===== config.mk =====
export PLATFORM = sky130hd
export DESIGN_NAME = mrsd_cell
export DESIGN_NICKNAME = d
export VERILOG_FILES = /design/src/sv/mrsd_pkg.sv /design/src/sv/mrsd_cell.sv
export SDC_FILE = /design/constraint.sdc
export NUM_CORES = 1
export LEC_CHECK = 0
export ABC_AREA = 1
export BUFFER_PORTS_ARGS = -buffer_cell sky130_fd_sc_hd__buf_4
export CAP_MARGIN = 25
export CORE_ASPECT_RATIO = 1.4
export CORE_UTILIZATION = 25
export CTS_CLUSTER_SIZE = 28
export DETAILED_ROUTE_END_ITERATION = 10
export PLACE_DENSITY_LB_ADDON = 0.25
export SLEW_MARGIN = 20
export SYNTH_ARGS = -nofsm -noshare
export SYNTH_HDL_FRONTEND = slang
export SYNTH_SLANG_ARGS = --single-unit
export TNS_END_PERCENT = 10

===== constraint.sdc =====
create_clock -name clk -period 1.4 [get_ports clk]
set_input_delay 0.14 -clock clk [delete_from_list [all_inputs] [get_ports clk]]
set_output_delay 0.14 -clock clk [all_outputs]
set_load 0.01 [all_outputs]

===== src/sv/mrsd_pkg.sv =====
package mrsd_pkg;

    // Field widths fixed by the item format
    localparam int unsigned LEN_W          = 10;
    localparam int unsigned COUNT_W        = 10;
    localparam int unsigned MAX_LENGTH_DEF = 1023;

    // One tabulated length: reachable flag and best piece count
    typedef struct packed {
        logic               valid;
        logic [COUNT_W-1:0] count;
    } entry_t;

    // Broadcast from the head of the row to every cell
    typedef struct packed {
        logic             clear;
        logic             advance;
        entry_t           cand;
        logic [LEN_W-1:0] piece_a;
        logic [LEN_W-1:0] piece_b;
        logic [LEN_W-1:0] piece_c;
    } ctrl_t;

    // Keep the entry with more pieces; an unreachable one never wins
    function automatic entry_t better(input entry_t cur, input entry_t cand);
        entry_t res;
        res = cur;
        if (cand.valid) begin
            if (!cur.valid || (cand.count > cur.count)) begin
                res = cand;
            end
        end
        return res;
    endfunction

endpackage


===== src/sv/mrsd_cell.sv =====
module mrsd_cell
    import mrsd_pkg::*;
#(
    parameter int unsigned IDX = 0
)
(
    input  logic   clk,
    input  logic   rst_n,
    input  ctrl_t  ctrl,
    input  entry_t right,
    output entry_t merged
);

    // This cell holds the length that lies POS beyond the head
    localparam int unsigned POS = IDX + 1;

    entry_t entry_reg;
    entry_t entry_next;
    logic   hit;

    // Merge in the head's candidate, keeping the better entry, when one piece spans exactly to here
    always_comb
    begin
        hit = ctrl.cand.valid &&
              ((32'(ctrl.piece_a) == POS) ||
               (32'(ctrl.piece_b) == POS) ||
               (32'(ctrl.piece_c) == POS));
        merged = hit ? better(entry_reg, ctrl.cand) : entry_reg;
    end

    // Drop everything on a new item, shift toward the head while running
    always_comb
    begin
        entry_next = entry_reg;
        if (ctrl.clear)
        begin
            entry_next = '0;
        end
        else if (ctrl.advance)
        begin
            entry_next = right;
        end
    end

    always_ff @(posedge clk or negedge rst_n)
    begin
        if (!rst_n)
        begin
            entry_reg <= '0;
        end
        else
        begin
            entry_reg <= entry_next;
        end
    end

endmodule


==> flow_summary.json <==
{
  "drtIter0Drc": 22,
  "cts_buffers": 3,
  "grt-ovfl-total": 0,
  "arrival_ns": 1.82,
  "critical_path_class": "register to output pin",
  "antenna_cells": 0,
  "path_clk_slew_ns": 0.05,
  "grt_pass1_vias": 1323,
  "die_x_um": 55.25,
  "nNetsFinal": 318,
  "grt_max_degree": 13,
  "setup_violations": 10,
  "cp-end-kind": "output pin",
  "r2r_slack_ns": 0.40,
  "r2r-start": "entry_reg[9]",
  "synth_nets": 221,
  "synth_cell_type_count": 17,
  "vias_per_cell": 4.573,
  "finalClockSkew_ns": 0,
  "place_congestion": 0.7707,
  "r2r-end": "entry_reg[9]",
  "insertion_delay_ns": 0.24,
  "clockBufferDepth": 2,
  "synth_edf_count": 0,
  "die-area_mm2": 0.004228,
  "largest_reg_flops": 11,
  "cts_max_level": 1,
  "routedWlPerCell_um": 10.86,
  "ios": 67,
  "leakage_uw": 0.001052,
  "placed_area_mm2": 0.001710,
  "synth_warnings": 0,
  "drc": 0,
  "synth_area_um2": 992.2,
  "yosys-top-cells-count": "nand2_1 (43), nand3_1 (24), inv_1 (22), nor2_1 (17)",
  "drv_slew": 0,
  "violations": "setup timing",
  "finalHoldViolCount": 0,
  "design_area_mm2": 0.002057,
  "rows": 26,
  "core_area_mm2": 0.003709,
  "synthArstFlopShare_pct": 100.0,
  "fmax_mhz": 510.1,
  "crit_path_max_fanout": 6,
  "areaGrowthSynthToFinish_pct": 107.3,
  "fin_cells": 293,
  "synth_most_common_cell": "nand2_1",
  "peakVddDrop_mv": 0.3075,
  "cp-start-kind": "register",
  "cts_tree": "done",
  "worst_slack_ns": -0.5605,
  "grt_pass1_wl_um": 5375,
  "timing.slew.headroom_pct": 79.59,
  "die_y_um": 76.54,
  "synth_top_area_cell": "dfrtp_1",
  "root_buffer": "clkbuf_8",
  "grt_antenna_before_repair": 0,
  "layout_min_cycle_time_ns": 1.960,
  "reg2regPathDepth": 5,
  "required_ns": 1.26,
  "pwr_density_cell_mw_per_mm2": 556.8,
  "ant_nets": 0,
  "firstDrtPassIters": 4,
  "worst_pin_slew_ns": 0.3058,
  "avgSynthCellArea_um2": 6.401,
  "synth_area_leaders": "dfrtp_1 (28%), nand2_1 (16%), ha_1 (13%)",
  "grt.total_usage_pct": 15.74,
  "cap_violations": 0,
  "whs_path_depth": 3,
  "synthCells": 155,
  "fin_crit_sh_pct": 140.0,
  "whs_endpoint": "entry_reg[1]",
  "hp-start": "right[1]",
  "ys_seq_elements": 11,
  "synth_top_area_share_pct": 27.74,
  "hold_path_class": "input pin to register",
  "numPortBuffers": 66,
  "start_util_pct": 26.75,
  "run_status": "finished with violations",
  "routed_wl_um": 3183,
  "vias": 1340,
  "clock-sinks": 11,
  "rsz0062_at_grt": "true",
  "dp_cells": 279,
  "hpwl_um": 2374,
  "drive_gt1_share_pct": 58.57,
  "yosysSeqAreaShare_pct": 27.74,
  "ys.flop_type": "dfrtp_1"
}
==> report_power, final <==
group	leakage [uW]	internal, uW	switching (uW)	total (uW)
logic	0.000883	283	198	481
registers	0.000146	337	12.1	349
clock network	0.0000228	200	116	316
==> cell families after synthesis <==
group / Yosys count / synth area share (%)
simple gates: 93 / 40.98
buf+inv: 27 / 11.35
compound gates: 14 / 7.314
flops: 11 / 27.74
fa+ha+maj: 10 / 12.61
==> placed cells by master (no fill, tap or decap), drive strengths merged <==
| master | synthesis | routed |
|---|---|---|
| and2 | 3 | 3 |
| nand4 | 1 | 1 |
| clkbuf | 3 | 4 |
| a21oi | 2 | 2 |
| ha | 10 | 10 |
| dlygate4sd3 | 0 | 1 |
| inv | 22 | 22 |
| nand3 | 24 | 24 |
| nand2 | 46 | 47 |
| o21ai | 11 | 11 |
| nor2 | 18 | 18 |
| dfrtp | 11 | 11 |
| a21o | 1 | 1 |
| or2 | 1 | 1 |
| buf | 2 | 95 |
==> metal layers <==
layer	vias up	track usage [%]	wire length, um
li1	684	-	-
met1	585	15.16	1076
met2	62	31.33	1775
met3	9	2.547	245
met4	0	7.250	86
met5	-	0	0
==> worst max-delay path: stages (launching register included) <==
cell and delay (ns):
dfrtp_1 0.36, inv_2 0.06, ha_4 0.27, nand2_4 0.05
a21oi_1 0.15, nor2_2 0.07, nand3_2 0.07, nand2_2 0.07
nand2_4 0.11, buf_6 0.15, nand3_2 0.07, nand2_2 0.07
buf_6 0.09
==> final cells by class <==
type	count	area [um^2]
multi-input combinational	118	833.3
clock buffer	4	45.04
sequential	11	275.3
inverter	22	82.58
timing repair buffer	96	768.2
fill	356	1652
tap	42	52.55
==> stage by stage <==
| step | worst slack [ns] | util [%] | hold slack (ns) | power (uW) | TNS [ns] |
|---|---|---|---|---|---|
| final | -0.5605 | 55.47 | 0.1353 | 1145 | -5.458 |
| after CTS | -0.5280 | 54.86 | 0.1358 | 1139 | -5.214 |
| after global routing | -0.6512 | 55.47 | 0.1601 | 1213 | -6.311 |
| after floorplan | -0.1270 | - | -0.1556 | 500.1 | -1.270 |
| after global placement | -0.3624 | 46.12 | -0.01762 | 720.0 | -3.574 |
| after detailed placement | -0.3584 | 46.12 | -0.01698 | 723.8 | -3.533 |
==> worst max path at each step <==
stage / startpoint / end / depth (start not counted)
floorplan: entry_reg[3] / merged[0] / 11
global route: entry_reg[9] / merged[3] / 12
global placement: entry_reg[9] / merged[7] / 11
CTS: entry_reg[7] / merged[2] / 12
finish: entry_reg[9] / merged[1] / 12
detailed placement: entry_reg[9] / merged[9] / 11
==> what timing repair did <==
| action | in CTS | in global routing |
|---|---|---|
| endpoints found under the setup margin | 10 | 10 |
| gates cloned | 1 | 0 |
| resized for setup | 50 | 0 |
| pin swaps | 14 | 8 |
| hold endpoints to repair | 11 | 0 |
| hold buffers | 1 | 0 |
| setup buffers | 5 | 3 |
Power figures use the tool's default switching activity.
